## src/design/tcw_pkg.sv

```systemverilog
// Shared types and constants of the text console character writer.
`timescale 1ns / 1ps

package tcw_pkg;

	localparam int COLS_DEFAULT = 80;
	localparam int ROWS_DEFAULT = 25;

	localparam int CELL_W = 16;
	localparam int ATTR_W = 8;
	localparam int CHAR_W = 8;
	localparam int IDX_W  = 11;
	localparam int OFFS_W = 11;

	localparam int TAB_STOP = 8;

	localparam logic [ATTR_W-1:0] RESET_ATTR  = 8'h0F;
	localparam logic [CHAR_W-1:0] GLYPH_BS    = 8'h08;
	localparam logic [CHAR_W-1:0] GLYPH_TAB   = 8'h09;
	localparam logic [CHAR_W-1:0] GLYPH_LF    = 8'h0A;
	localparam logic [CHAR_W-1:0] GLYPH_CR    = 8'h0D;
	localparam logic [CHAR_W-1:0] GLYPH_BLANK = 8'h20;

	localparam logic [CELL_W-1:0] RESET_BLANK = {RESET_ATTR, GLYPH_BLANK};

	typedef enum logic [1:0] {
		CMD_PRINT = 2'd0,
		CMD_CLEAR = 2'd1,
		CMD_READ  = 2'd2
	} cmd_t;

endpackage

```

## src/design/tcw_ctrl.sv

```systemverilog
// Command sequencer: cursor update, screen sweeps for clear and scroll, result register.
`timescale 1ns / 1ps

module tcw_ctrl
	import tcw_pkg::*;
#(
	parameter int COLS = COLS_DEFAULT,
	parameter int ROWS = ROWS_DEFAULT,
	parameter int AW   = $clog2(COLS_DEFAULT * ROWS_DEFAULT)
) (
	input  logic              clk,
	input  logic              arst_n,
	input  logic              in_valid,
	output logic              in_ready,
	input  logic [1:0]        cmd,
	input  logic [CHAR_W-1:0] char_code,
	input  logic [IDX_W-1:0]  cell_index,
	input  logic [ATTR_W-1:0] attr,
	output logic              out_valid,
	input  logic              out_ready,
	output logic [OFFS_W-1:0] cursor_offset,
	output logic [CELL_W-1:0] cell_data,
	output logic              scrolled,
	output logic              mem_we,
	output logic [AW-1:0]     mem_waddr,
	output logic [CELL_W-1:0] mem_wdata,
	output logic              mem_re,
	output logic [AW-1:0]     mem_raddr,
	input  logic [CELL_W-1:0] mem_rdata
);

	localparam int CellCount = COLS * ROWS;
	localparam int CW = $clog2(COLS + TAB_STOP);
	localparam int RW = $clog2(ROWS + 1);
	localparam logic [AW-1:0] LastAddr    = AW'(CellCount - 1);
	localparam logic [AW-1:0] LastRowAddr = AW'((ROWS - 1) * COLS);

	typedef enum logic [2:0] {
		IDLE,
		READ,
		FILL,
		COPY,
		BLANK
	} state_t;

	state_t            state_q;
	logic              init_q;
	logic [AW-1:0]     cnt_q;
	logic [CW-1:0]     col_q;
	logic [RW-1:0]     row_q;
	logic              rd_ok_q;
	logic              copy_v_s1;
	logic [AW-1:0]     copy_addr_s1;
	logic              out_valid_q;
	logic [OFFS_W-1:0] cursor_offset_q;
	logic [CELL_W-1:0] cell_data_q;
	logic              scrolled_q;

	logic              accept;
	logic              wr_char;
	logic              do_scroll;
	logic [CW-1:0]     p_col;
	logic [RW-1:0]     p_row;
	logic [AW-1:0]     cur_addr;
	logic [AW-1:0]     next_addr;
	logic [CELL_W-1:0] blank;

	assign in_ready = (state_q == IDLE) && (!out_valid_q || out_ready);
	assign accept   = in_valid && in_ready;

	assign out_valid     = out_valid_q;
	assign cursor_offset = cursor_offset_q;
	assign cell_data     = cell_data_q;
	assign scrolled      = scrolled_q;

	assign blank     = init_q ? RESET_BLANK : {attr, GLYPH_BLANK};
	assign cur_addr  = AW'(row_q) * AW'(COLS) + AW'(col_q);
	assign next_addr = AW'(p_row) * AW'(COLS) + AW'(p_col);

	// Cursor movement for a print command.
	always_comb begin
		p_col   = col_q;
		p_row   = row_q;
		wr_char = 1'b0;
		if (char_code == GLYPH_BS && col_q != '0) begin
			p_col = col_q - 1'b1;
		end else if (char_code == GLYPH_TAB) begin
			p_col = (col_q + CW'(TAB_STOP)) & ~CW'(TAB_STOP - 1);
		end else if (char_code == GLYPH_LF) begin
			p_col = '0;
			p_row = row_q + 1'b1;
		end else if (char_code == GLYPH_CR) begin
			p_col = '0;
		end else begin
			wr_char = 1'b1;
			p_col   = col_q + 1'b1;
		end
		if (p_col >= CW'(COLS)) begin
			p_col = '0;
			p_row = p_row + 1'b1;
		end
		do_scroll = (p_row >= RW'(ROWS));
		if (do_scroll) begin
			p_row = RW'(ROWS - 1);
			p_col = '0;
		end
	end

	// Memory port steering.
	always_comb begin
		mem_we    = 1'b0;
		mem_waddr = cur_addr;
		mem_wdata = {attr, char_code};
		mem_re    = 1'b0;
		mem_raddr = AW'(cell_index);
		case (state_q)
			IDLE: begin
				if (accept && cmd == CMD_PRINT && wr_char) begin
					mem_we = 1'b1;
				end
				if (accept && cmd == CMD_READ) begin
					mem_re = 1'b1;
				end
			end
			FILL: begin
				mem_we    = 1'b1;
				mem_waddr = cnt_q;
				mem_wdata = blank;
			end
			COPY: begin
				mem_re    = 1'b1;
				mem_raddr = cnt_q;
				if (copy_v_s1) begin
					mem_we    = 1'b1;
					mem_waddr = copy_addr_s1;
					mem_wdata = mem_rdata;
				end
			end
			BLANK: begin
				mem_we = 1'b1;
				if (copy_v_s1) begin
					mem_waddr = copy_addr_s1;
					mem_wdata = mem_rdata;
				end else begin
					mem_waddr = cnt_q;
					mem_wdata = blank;
				end
			end
			default: begin
			end
		endcase
	end

	always_ff @(posedge clk or negedge arst_n) begin
		if (!arst_n) begin
			state_q         <= FILL;
			init_q          <= 1'b1;
			cnt_q           <= '0;
			col_q           <= '0;
			row_q           <= '0;
			rd_ok_q         <= 1'b0;
			copy_v_s1       <= 1'b0;
			copy_addr_s1    <= '0;
			out_valid_q     <= 1'b0;
			cursor_offset_q <= '0;
			cell_data_q     <= '0;
			scrolled_q      <= 1'b0;
		end else begin
			copy_v_s1 <= 1'b0;
			if (out_valid_q && out_ready) begin
				out_valid_q <= 1'b0;
			end
			case (state_q)
				IDLE: begin
					if (accept) begin
						case (cmd)
							CMD_PRINT: begin
								col_q <= p_col;
								row_q <= p_row;
								if (do_scroll) begin
									cnt_q   <= AW'(COLS);
									state_q <= COPY;
								end else begin
									out_valid_q     <= 1'b1;
									cursor_offset_q <= OFFS_W'(next_addr);
									cell_data_q     <= '0;
									scrolled_q      <= 1'b0;
								end
							end
							CMD_CLEAR: begin
								col_q   <= '0;
								row_q   <= '0;
								cnt_q   <= '0;
								state_q <= FILL;
							end
							CMD_READ: begin
								rd_ok_q <= (32'(cell_index) < 32'(CellCount));
								state_q <= READ;
							end
							default: begin
								out_valid_q     <= 1'b1;
								cursor_offset_q <= OFFS_W'(cur_addr);
								cell_data_q     <= '0;
								scrolled_q      <= 1'b0;
							end
						endcase
					end
				end
				READ: begin
					out_valid_q     <= 1'b1;
					cursor_offset_q <= OFFS_W'(cur_addr);
					cell_data_q     <= rd_ok_q ? mem_rdata : '0;
					scrolled_q      <= 1'b0;
					state_q         <= IDLE;
				end
				FILL: begin
					cnt_q <= cnt_q + 1'b1;
					if (cnt_q == LastAddr) begin
						init_q  <= 1'b0;
						state_q <= IDLE;
						// The pass after reset gives no result; a clear command does.
						if (!init_q) begin
							out_valid_q     <= 1'b1;
							cursor_offset_q <= OFFS_W'(cur_addr);
							cell_data_q     <= '0;
							scrolled_q      <= 1'b0;
						end
					end
				end
				COPY: begin
					copy_v_s1    <= 1'b1;
					copy_addr_s1 <= cnt_q - AW'(COLS);
					cnt_q        <= cnt_q + 1'b1;
					if (cnt_q == LastAddr) begin
						cnt_q   <= LastRowAddr;
						state_q <= BLANK;
					end
				end
				BLANK: begin
					// The last copied cell is written back before blanking starts.
					if (!copy_v_s1) begin
						cnt_q <= cnt_q + 1'b1;
						if (cnt_q == LastAddr) begin
							out_valid_q     <= 1'b1;
							cursor_offset_q <= OFFS_W'(cur_addr);
							cell_data_q     <= '0;
							scrolled_q      <= 1'b1;
							state_q         <= IDLE;
						end
					end
				end
				default: begin
					state_q <= IDLE;
				end
			endcase
		end
	end

	// A beat is taken only when the result register is free for its answer.
	assert property (@(posedge clk) disable iff (!arst_n)
		(in_valid && in_ready) |-> (!out_valid_q || out_ready))
		else $error("input taken while result register is occupied");

	assert property (@(posedge clk) disable iff (!arst_n)
		copy_v_s1 |-> (state_q == COPY || state_q == BLANK))
		else $error("scroll copy write pending outside scroll");

	assert property (@(posedge clk) disable iff (!arst_n)
		(col_q < CW'(COLS)) && (row_q < RW'(ROWS)))
		else $error("cursor outside the screen");

	assert property (@(posedge clk) disable iff (!arst_n)
		(state_q == READ) |-> $past(in_valid && in_ready && cmd == CMD_READ))
		else $error("read state without a read beat");

	assert property (@(posedge clk) disable iff (!arst_n)
		(copy_v_s1 && mem_we) |-> (mem_waddr == copy_addr_s1))
		else $error("scroll copy write lost");

endmodule

```

## config.mk

```make
export PLATFORM = sky130hd
export DESIGN_NAME = tcw_ctrl
export DESIGN_NICKNAME = d
export VERILOG_FILES = /design/src/design/tcw_pkg.sv /design/src/design/tcw_ctrl.sv
export SDC_FILE = /design/constraint.sdc
export NUM_CORES = 1
export LEC_CHECK = 0
export BUFFER_PORTS_ARGS = -buffer_cell sky130_fd_sc_hd__buf_2
export CORE_ASPECT_RATIO = 0.7
export CORE_MARGIN = 1
export CORE_UTILIZATION = 45
export CTS_CLUSTER_SIZE = 10
export DETAILED_ROUTE_END_ITERATION = 10
export PLACE_DENSITY = 0.68
export SLEW_MARGIN = 0
export SYNTH_ARGS = -nofsm -noshare
export SYNTH_HDL_FRONTEND = slang
export SYNTH_SLANG_ARGS = --single-unit
```

## constraint.sdc

```tcl
create_clock -name clk -period 13 [get_ports clk]
set_input_delay 0.65 -clock clk [delete_from_list [all_inputs] [get_ports clk]]
set_output_delay 0.65 -clock clk [all_outputs]
set_load 0.01 [all_outputs]
```

After elaboration in Yosys (flattened, before gate mapping):

Index checks and enable logic that the tools add are counted.

* flip-flop bits (word level): 69
* output and inout port bits: 70
* logic and storage cells: 149

* add/subtract/negate cells: 9
* $mul: 2
* order comparisons: 3
* equality and inequality tests: 22
* multiplexer cells: 78
* reduce and logical (&&, ||, !) cells: 23

Operator list (count)
* $mux 16: 10
* $mux 11: 13
* $pmux 11 s4: 2
* $pmux 16 s4: 1
* $pmux 16 s3: 1
* $pmux 11 s2: 2
* $mux 7: 6
* $pmux 11 s3: 1
* $eq 8x4->1 const B: 4
* $pmux 16 s2: 1
* $mux 5: 5
* $add 11x7->11: 2
* $mux 1: 21
* $mux 3: 5
* $mul 5x3->7 const B: 2
* $ne 2x2->1 const B: 7
* $pmux 7 s2: 1
* $pmux 3 s4: 1
* $add 11x1->11 const B: 1
* $eq 11x11->1 const B: 1
* $lt 11x11->1 const B: 1
* $sub 11x7->11 const B: 1
* $add 5x1->5 const B: 2
* $pmux 5 s2: 1
* 30 further kinds: 45

Logic depth before layout (Yosys ltp):

Gate-level depths: netlist (run 1).

* depth in word-level cells: 15
* mapped depth: 26
* mapped depth without buffers: 24

Worst setup path after synthesis (run 1):

No wires, ideal clock.

* kind: input port to flip-flop
* start point: input port char_code[1]
* end point: register cursor_offset_q[10], in the netlist cursor_offset[10]
* library setup time: 0.125 ns
* arrival time: 5.322 ns
* required time: 12.875 ns
* slack: 7.552 ns
* cell stages on the path: 24
* path buffers: 2
* cells stage by stage: clkbuf_1 -> nor3b_1 -> and3_1 -> buf_2 -> xnor2_1 -> ha_1 -> inv_1 -> o41ai_1 -> a211oi_1 -> nand2b_1 -> o211a_1 -> a2bb2oi_1 -> nor2b_1 -> ha_1 -> ha_1 -> fa_1 -> nand2_1 -> o21bai_1 -> a21o_1 -> a221oi_1 -> o21ai_0 -> xor3_1 -> o21ai_0 -> mux2_4

* word-level cells in the longest chain between the ends: 15
* elaborated cells on any way between the ends: 27
* classes of those cells: 2 x add/sub; 1 x mul; 2 x order compare; 5 x eq/ne; 15 x mux; 2 x reduce/logical

RTL lines
* start, declared: RTL line tcw_ctrl.sv:16 `input logic [CHAR_W-1:0] char_code,`
* $eq 8x4->1: RTL line tcw_ctrl.sv:92 `end else if (char_code == GLYPH_CR) begin`
* $mux 7: RTL line tcw_ctrl.sv:92
* $mux 7: RTL line tcw_ctrl.sv:89 `end else if (char_code == GLYPH_LF) begin`
* $mux 7: RTL line tcw_ctrl.sv:87 `end else if (char_code == GLYPH_TAB) begin`
* $mux 7: RTL line tcw_ctrl.sv:85 `if (char_code == GLYPH_BS && col_q != '0) begin`
* $ge 7x7->1: RTL line tcw_ctrl.sv:98 `if (p_col >= CW'(COLS)) begin`
* $mux 5: RTL line tcw_ctrl.sv:98
* $ge 5x5->1: RTL line tcw_ctrl.sv:102 `do_scroll = (p_row >= RW'(ROWS));`
* $mux 5: RTL line tcw_ctrl.sv:103 `if (do_scroll) begin`
* $mul 5x3->7: RTL line tcw_ctrl.sv:78 `assign next_addr = AW'(p_row) * AW'(COLS) + AW'(p_col);`
* $add 11x7->11: RTL line tcw_ctrl.sv:78
* $mux 11: RTL line tcw_ctrl.sv:180 `if (do_scroll) begin`
* $pmux 11 s2: RTL line tcw_ctrl.sv:176 `case (cmd)`
* $mux 11: RTL line tcw_ctrl.sv:175 `if (accept) begin`
* $pmux 11 s4: RTL line tcw_ctrl.sv:173 `case (state_q)`
* end signal, assigned: RTL line tcw_ctrl.sv:185 `cursor_offset_q <= OFFS_W'(next_addr);`
* end signal, assigned: RTL line tcw_ctrl.sv:202 `cursor_offset_q <= OFFS_W'(cur_addr);`
* end signal, assigned: RTL line tcw_ctrl.sv:211 `cursor_offset_q <= OFFS_W'(cur_addr);`
* end, declared: RTL line tcw_ctrl.sv:55 `logic [OFFS_W-1:0] cursor_offset_q;`

Several ways; a longest one is shown, not always the timed one. The select of a mux whose other input is x is not followed.
A chain may end at the register's enable or synchronous reset.

Worst setup path after layout (run 1):

* start point: input port char_code[6]
* end point: register cursor_offset_q[10], in the netlist cursor_offset[10]

Same word-level chain as after synthesis.

==> results of run 1 <==
==> cell type report <==
class                   instances  share of cell area (%)
clock buffers                   9                    3.39
multi-input cells             531                    54.7
repair buffers                125                    9.68
inverters                      34                    1.92
clock inverters                 6                    1.34
flip-flops and latches         69                    26.0
well taps                     157                    2.96
==> routing by layer <==
metal	up-vias	track usage [%]	wire length [um]
li1	2665	-	-
met1	2720	37.4	7920
met2	309	42.8	7410
met3	20	5.69	1660
met4	0	7.69	280
met5	-	0	0
==> kinds of logic after synthesis <==
| logic type | after synthesis | synth area share [%] |
|---|---|---|
| flops | 69 | 30.4 |
| fa+ha+maj | 38 | 8.88 |
| simple gates | 247 | 20.7 |
| compound gates | 196 | 25.4 |
| buf+inv | 79 | 5.83 |
| xor+xnor | 31 | 5.03 |
| mux | 19 | 3.74 |
==> power breakdown <==
part | leakage (uW) | switching [uW] | internal, uW
Clock | 0.000147 | 97.8 | 167
Combinational | 0.00233 | 231 | 165
Sequential | 0.000922 | 65.8 | 266
==> worst min-delay path, stage by stage (launching register included) <==
cell	delay (ns)
dfrtp_1	0.34
nand2_1	0.05
nand2_1	0.06
==> stage by stage <==
stage,utilization (%),power (uW)
6_report,55.3,992
5_1_grt,55.3,1050
3_3_place_gp,52.7,712
3_5_place_dp,52.7,724
4_1_cts,55.3,992
2_1_floorplan,-,592
==> flip-flops by register name, indices dropped and copies added, names as in the netlist <==
name,cells
state_q,3
out_valid,1
scrolled,1
row_q,5
cnt_q,11
cell_data,16
col_q,7
copy_addr_s1,11
rd_ok_q,1
cursor_offset,11
init_q,1
copy_v_s1,1
==> path summary, 6_finish.rpt <==
check | endpoint | cells after the start
max | cursor_offset[10] | 23
min | copy_addr_s1[3] | 2
max reg2reg | cursor_offset[10] | 20
min reg2reg | copy_addr_s1[3] | 2
max in group asynchronous | cnt_q[4] | 2
min in group asynchronous | cell_data[1] | 2
==> cells in the final DEF, fill, tap and decap left out, types with 10 or more instances in the layout <==
| cell type | netlist | routed |
|---|---|---|
| a21o_1 | 11 | 11 |
| a21oi_1 | 31 | 31 |
| a22o_1 | 17 | 17 |
| buf_2 | 4 | 118 |
| dfrtp_1 | 67 | 67 |
| ha_1 | 34 | 34 |
| inv_1 | 34 | 34 |
| mux2_2 | 10 | 10 |
| nand2_1 | 102 | 102 |
| nand3_1 | 24 | 24 |
| nor2_1 | 43 | 43 |
| nor2b_1 | 11 | 11 |
| nor3_1 | 14 | 13 |
| o21ai_0 | 39 | 39 |
| o31ai_1 | 13 | 13 |
| xnor2_1 | 17 | 17 |
| xor2_1 | 13 | 13 |
==> impl_metrics.py, run 1 <==
metrics = {
    "timing": {
        "post-route-period-util_pct": 47.2,
        "finalSetupViolCount": 0,
        "fin_ws_ns": 6.86,
        "tightestPinTransition_ns": 1.07,
        "fin_setup_tns_ns": 0,
        "hold_viol": 0,
        "finalClockSkew_ns": 0.00576,
        "holdWs_ns": 0.484,
        "fin_crit_ns": 6.14,
        "slew_violations": 0,
        "slew_headroom_pct": 28.1,
        "rsz0062_at_grt": "false",
        "fmax_mhz": 163,
    },
    "yosys": {
        "syn_nets": 766,
        "synth_area_leaders": "dfrtp_1 29%, ha_1 7.5%, nand2_1 6.7%, o21ai_0 3.4%, nor2_1 2.8%",
        "syn_area_per_cell_um2": 8.38,
        "netlist_top_cells_count": "102 x nand2_1, 67 x dfrtp_1, 43 x nor2_1",
        "synth_edf_count": 0,
        "syn-cell-area_um2": 5690,
        "async_flop_share_pct": 100,
        "yosysTopAreaCellShare_pct": 29.5,
        "ys_seq_area_share_pct": 30.4,
        "synth_top_area_cell": "dfrtp_1",
        "syn_inst": 679,
        "ys.warnings.count": 0,
        "synth.distinct_cells": 79,
        "synth.most_common_cell": "nand2_1",
        "synthFlopType": "dfrtp_1",
        "postSynthRegisterBits": 69,
    },
    "placement": {
        "place_area_um2": 6330,
        "portBuffers": 118,
        "dp.cells": 916,
        "pre_cts_slack_ns": 6.66,
        "place_congestion": 0.961,
        "dp_hpwl_um": 13100,
    },
    "setup_path": {
        "crit_top_cell": "ha_1",
        "crit_start": "char_code[6]",
        "worstSetupPathType": "input pin to flop",
        "rrSetupSlack_ns": 7.26,
        "critPathBufInv": 2,
        "worstPathRequired_ns": 13.23,
        "cp_top_family": "compound AO/OA/AOI/OAI gates",
        "critPathLaunchType": "input pin",
        "path_cells": "buf_2, nor3b_1, and3_1, xnor2_1, ha_1, inv_1, o41ai_1, a211oi_1, nand2b_1, o211a_1, a2bb2oi_1, nor2b_1, ha_1, ha_1, fa_1, nand2_1, o21bai_1, a21o_1, a221oi_1, o21ai_0, xor3_1, o21ai_0, mux2_4",
        "cp_max_fo": 8,
        "cp_slowest_stage_delay_ns": 0.54,
        "reg2reg_from": "col_q[0]",
        "cp-end-kind": "flop",
        "slowest_stage": "nor3b_1",
        "crit_arrival_ns": 6.37,
    },
    "global_routing": {
        "grt_pass1_vias": 5263,
        "grt_max_degree": 70,
        "grt_pass1_wl_um": 27000,
        "grtUsageTotal_pct": 27.1,
        "grt-ovfl-total": 0,
        "antenna_found_initial": 0,
    },
    "layout": {
        "nNetsFinal": 857,
        "stdcell_count": 931,
        "fillers": 1106,
        "regArea_um2": 1730,
        "diodes": 0,
        "area_delta_synth_final_pct": 16.8,
        "multiInputGateArea_um2": 3640,
        "final_area_um2": 6650,
        "layout-drive-gt1-share_pct": 23.3,
    },
    "power": {
        "leakage_uw": 0.00339,
        "peakVddDrop_mv": 0.0841,
        "p_per_area_nw_per_um2": 149,
    },
    "cts": {
        "post_cts_resized": 0,
        "postCtsSetupBuffers": 0,
        "path_clk_slew_ns": 0.06,
        "clock_latency_ns": 0.34,
        "root_buffer": "clkbuf_16",
        "cts_buffers": 9,
        "cts_tree": "built",
        "cts.path.max_buffers": 2,
        "h-tree-depth": 3,
        "cts.sinks": 69,
        "cts_hold_buf": 0,
    },
    "min_path": {
        "worstHoldStart": "copy_addr_s1[3]",
        "hold_path.class": "flop to flop",
    },
    "detailed_routing": {
        "drt-pass1-iter-count": 5,
        "viasPerCell": 6.14,
        "totalWireLength_um": 17300,
        "drc": 0,
        "vias": 5714,
        "ant_nets": 0,
        "drt_iter0_drc": 431,
        "wl_per_cell_um": 18.5,
    },
    "run": {
        "maxCapViolations": 0,
    },
    "floorplan": {
        "dieArea_um2": 13100,
        "die_h_um": 96.1,
        "pin_count": 119,
        "start_util_pct": 47.4,
        "core_area_um2": 12000,
        "rows": 33,
        "die_w_um": 136,
    },
    "run_status": {
        "status": "complete, no violations",
    },
}
Note: power is estimated with default switching activity, not from simulation.
==> run 2: changes to the inputs <==
--- a/config.mk
+++ b/config.mk
@@ -5,13 +5,14 @@
 export SDC_FILE = /design/constraint.sdc
 export NUM_CORES = 1
 export LEC_CHECK = 0
+export ABC_AREA = 1
 export BUFFER_PORTS_ARGS = -buffer_cell sky130_fd_sc_hd__buf_2
 export CORE_ASPECT_RATIO = 0.7
 export CORE_MARGIN = 1
 export CORE_UTILIZATION = 45
 export CTS_CLUSTER_SIZE = 10
 export DETAILED_ROUTE_END_ITERATION = 10
-export PLACE_DENSITY = 0.68
+export PLACE_DENSITY = 0.71
 export SLEW_MARGIN = 0
 export SYNTH_ARGS = -nofsm -noshare
 export SYNTH_HDL_FRONTEND = slang
==> constraint.sdc (replaced) <==
create_clock -name clk -period 5 [get_ports clk]
set_input_delay 0.25 -clock clk [delete_from_list [all_inputs] [get_ports clk]]
set_output_delay 0.25 -clock clk [all_outputs]
set_load 0.01 [all_outputs]
==> run 2 against run 1 <==
Clock skew up 0.0042 ns. Power rose to 3.7 times the previous value. Flip-flop and latch count unchanged. First-iteration DRC count up 15%. Utilization up 0.24 points. Synthesized cell count up 15%. Largest power group unchanged.
==> impl_metrics.py, run 2 <==
metrics = {
    "run_status": {
        "status": "complete, no violations",
    },
    "placement": {
        "portBuffers": 118,
        "place_congestion": 0.907,
        "place_area_um2": 6230,
        "dp_hpwl_um": 12900,
    },
    "global_routing": {
        "grtUsageMet2_pct": 38.5,
        "grtUsageTotal_pct": 26.9,
        "grt_pass1_vias": 4952,
        "busiest_layer": "met1",
        "grt_util_met1_pct": 40.1,
        "met3_usage_pct": 6.33,
        "grt-ovfl-total": 0,
        "antenna_found_initial": 0,
        "grt_max_degree": 70,
        "grt_pass1_wl_um": 26000,
    },
    "detailed_routing": {
        "drt-pass1-iter-count": 5,
        "wl_per_cell_um": 15.7,
        "drc": 0,
        "ant_nets": 0,
        "viasPerCell": 5.29,
        "drt_iter0_drc": 494,
        "totalWireLength_um": 16600,
        "vias": 5589,
    },
    "cts": {
        "postCtsSetupBuffers": 0,
        "clock_latency_ns": 0.35,
        "cts_buffers": 9,
        "post_cts_resized": 0,
        "cts.path.max_buffers": 2,
        "h-tree-depth": 3,
        "root_buffer": "clkbuf_16",
        "cts_tree": "built",
        "cts.sinks": 69,
        "cts_hold_buf": 0,
        "path_clk_slew_ns": 0.06,
    },
    "setup_path": {
        "crit_arrival_ns": 4.68,
        "worstSetupPathType": "flop to flop",
        "cp_top_family": "simple AND/OR/NAND/NOR gates",
        "slowest_stage": "fa_1",
        "worstPathRequired_ns": 5.20,
        "critPathLaunchType": "flop",
        "critPathBufInv": 5,
        "cp_max_fo": 12,
        "crit_top_cell": "nand2_1",
        "cp-end-kind": "flop",
        "cp_slowest_stage_delay_ns": 0.50,
    },
    "floorplan": {
        "start_util_pct": 46.7,
        "dieArea_um2": 12700,
        "die_h_um": 94.6,
        "rows": 33,
        "die_w_um": 134,
        "pin_count": 119,
        "core_area_um2": 11800,
    },
    "yosys": {
        "synth_top_area_cell": "dfrtp_1",
        "syn-cell-area_um2": 5510,
        "netlist_top_cells_count": "231 x nand2_1, 85 x inv_1, 67 x dfrtp_1",
        "synthFlopType": "dfrtp_1",
        "synth_edf_count": 0,
        "yosysTopAreaCellShare_pct": 30.4,
        "async_flop_share_pct": 100,
        "ys_seq_area_share_pct": 31.4,
        "syn_area_per_cell_um2": 7.04,
        "synth.most_common_cell": "nand2_1",
        "syn_inst": 783,
        "postSynthRegisterBits": 69,
        "ys.warnings.count": 0,
        "synth.distinct_cells": 50,
        "synth_area_leaders": "dfrtp_1 30%, nand2_1 16%, ha_1 7.7%, inv_1 5.8%, nand3_1 4.4%",
        "syn_nets": 870,
    },
    "layout": {
        "fillers": 1126,
        "area_delta_synth_final_pct": 19.1,
        "final_area_um2": 6560,
        "largest_reg_flops": 16,
        "regArea_um2": 1730,
        "layout-drive-gt1-share_pct": 21.1,
        "nNetsFinal": 981,
        "diodes": 0,
        "final_common_cell": "nand2_1",
        "multiInputGateArea_um2": 3300,
        "final_cell_mix": "231 x nand2_1, 118 x buf_2, 85 x inv_1",
    },
    "timing": {
        "rsz0062_at_grt": "false",
        "post-route-period-util_pct": 89.6,
        "tightestPinTransition_ns": 1.11,
        "hold_viol": 0,
        "fin_crit_ns": 4.48,
        "finalSetupViolCount": 0,
        "slew_violations": 0,
        "finalClockSkew_ns": 0.00995,
        "fin_setup_tns_ns": 0,
        "slew_headroom_pct": 25.7,
        "fmax_mhz": 223,
    },
    "min_path": {
        "hold_path.class": "input pin to asynchronous set/reset pin",
    },
    "power": {
        "p_per_area_nw_per_um2": 564,
        "power_uw": 3700,
        "leakage_uw": 0.00356,
        "peakVddDrop_mv": 0.255,
    },
    "run": {
        "maxCapViolations": 0,
    },
}
## run 2: cell families (layout without fill, tap and decap cells)
| group | count (synthesis) | in the layout | synth area share, % |
|---|---|---|---|
| XOR/XNOR | 28 | 28 | 4.45 |
| multiplexers | 1 | 1 | 0.182 |
| adder cells (fa/ha/maj) | 38 | 38 | 9.17 |
| AO/OA/AOI/OAI | 126 | 126 | 14.1 |
| buffers and inverters | 123 | 239 | 8.86 |
| AND/OR/NAND/NOR | 398 | 398 | 31.9 |
| flip-flops | 69 | 69 | 31.4 |
## run 2: routing by layer
layer / wire length (um) / vias up
met3: 1550 / 16
met4: 218 / 0
met5: 0 / -
met1: 8130 / 2535
met2: 6650 / 253
li1: - / 2785
## run 2: stage by stage
stage          setup slack [ns]  hold slack [ns]  std cells  util [%]
2_1_floorplan              1.01          -0.0456        783         -
3_3_place_gp              0.703            0.451       1040      52.7
3_5_place_dp              0.564            0.455       1040      52.7
4_1_cts                   0.565            0.112       1056      55.6
5_1_grt                   0.110            0.127       1056      55.6
6_report                  0.518            0.108       1056      55.6
## run 2: where the power goes
part | total, uW | internal, uW | switching (uW)
clock | 720 | 455 | 265
sequential | 922 | 745 | 177
combinational | 2060 | 711 | 1350
total | 3700 | 1910 | 1790
## run 2: path summary, 6_finish.rpt
| check | startpoint | cells after the start | to | slack (ns) |
|---|---|---|---|---|
| worst min register to register | cell_data[6] | 2 | cell_data[6] | 0.47 |
| worst min-delay path | arst_n | 2 | cursor_offset[2] | 0.11 |
| worst max-delay path | col_q[0] | 29 | cursor_offset[10] | 0.52 |
| max in group asynchronous | arst_n | 2 | state_q[0] | 4.29 |
| worst max register to register | col_q[0] | 29 | cursor_offset[10] | 0.52 |
| min in group clk | mem_rdata[3] | 3 | cell_data[3] | 0.12 |
## run 2: worst reg2reg max path: cells and delay by family, from the launching register on
| family | cells | cell delay [ns] |
|---|---|---|
| and+or+nand+nor | 16 | 1.75 |
| buffers and inverters | 5 | 0.41 |
| AOI/OAI and AO/OA | 2 | 0.23 |
| adders and majority gates | 4 | 1.20 |
| DFF | 1 | 0.43 |
| xor gates and xnor gates | 2 | 0.30 |
## run 2: layout make-up
cell class,instances,share of cell area [%]
timing repair buffer,123,9.57
sequential,69,26.4
multi-input combinational,591,50.3
clock inverter,6,1.43
inverter,100,5.72
tap,157,2.99
clock buffer,10,3.64
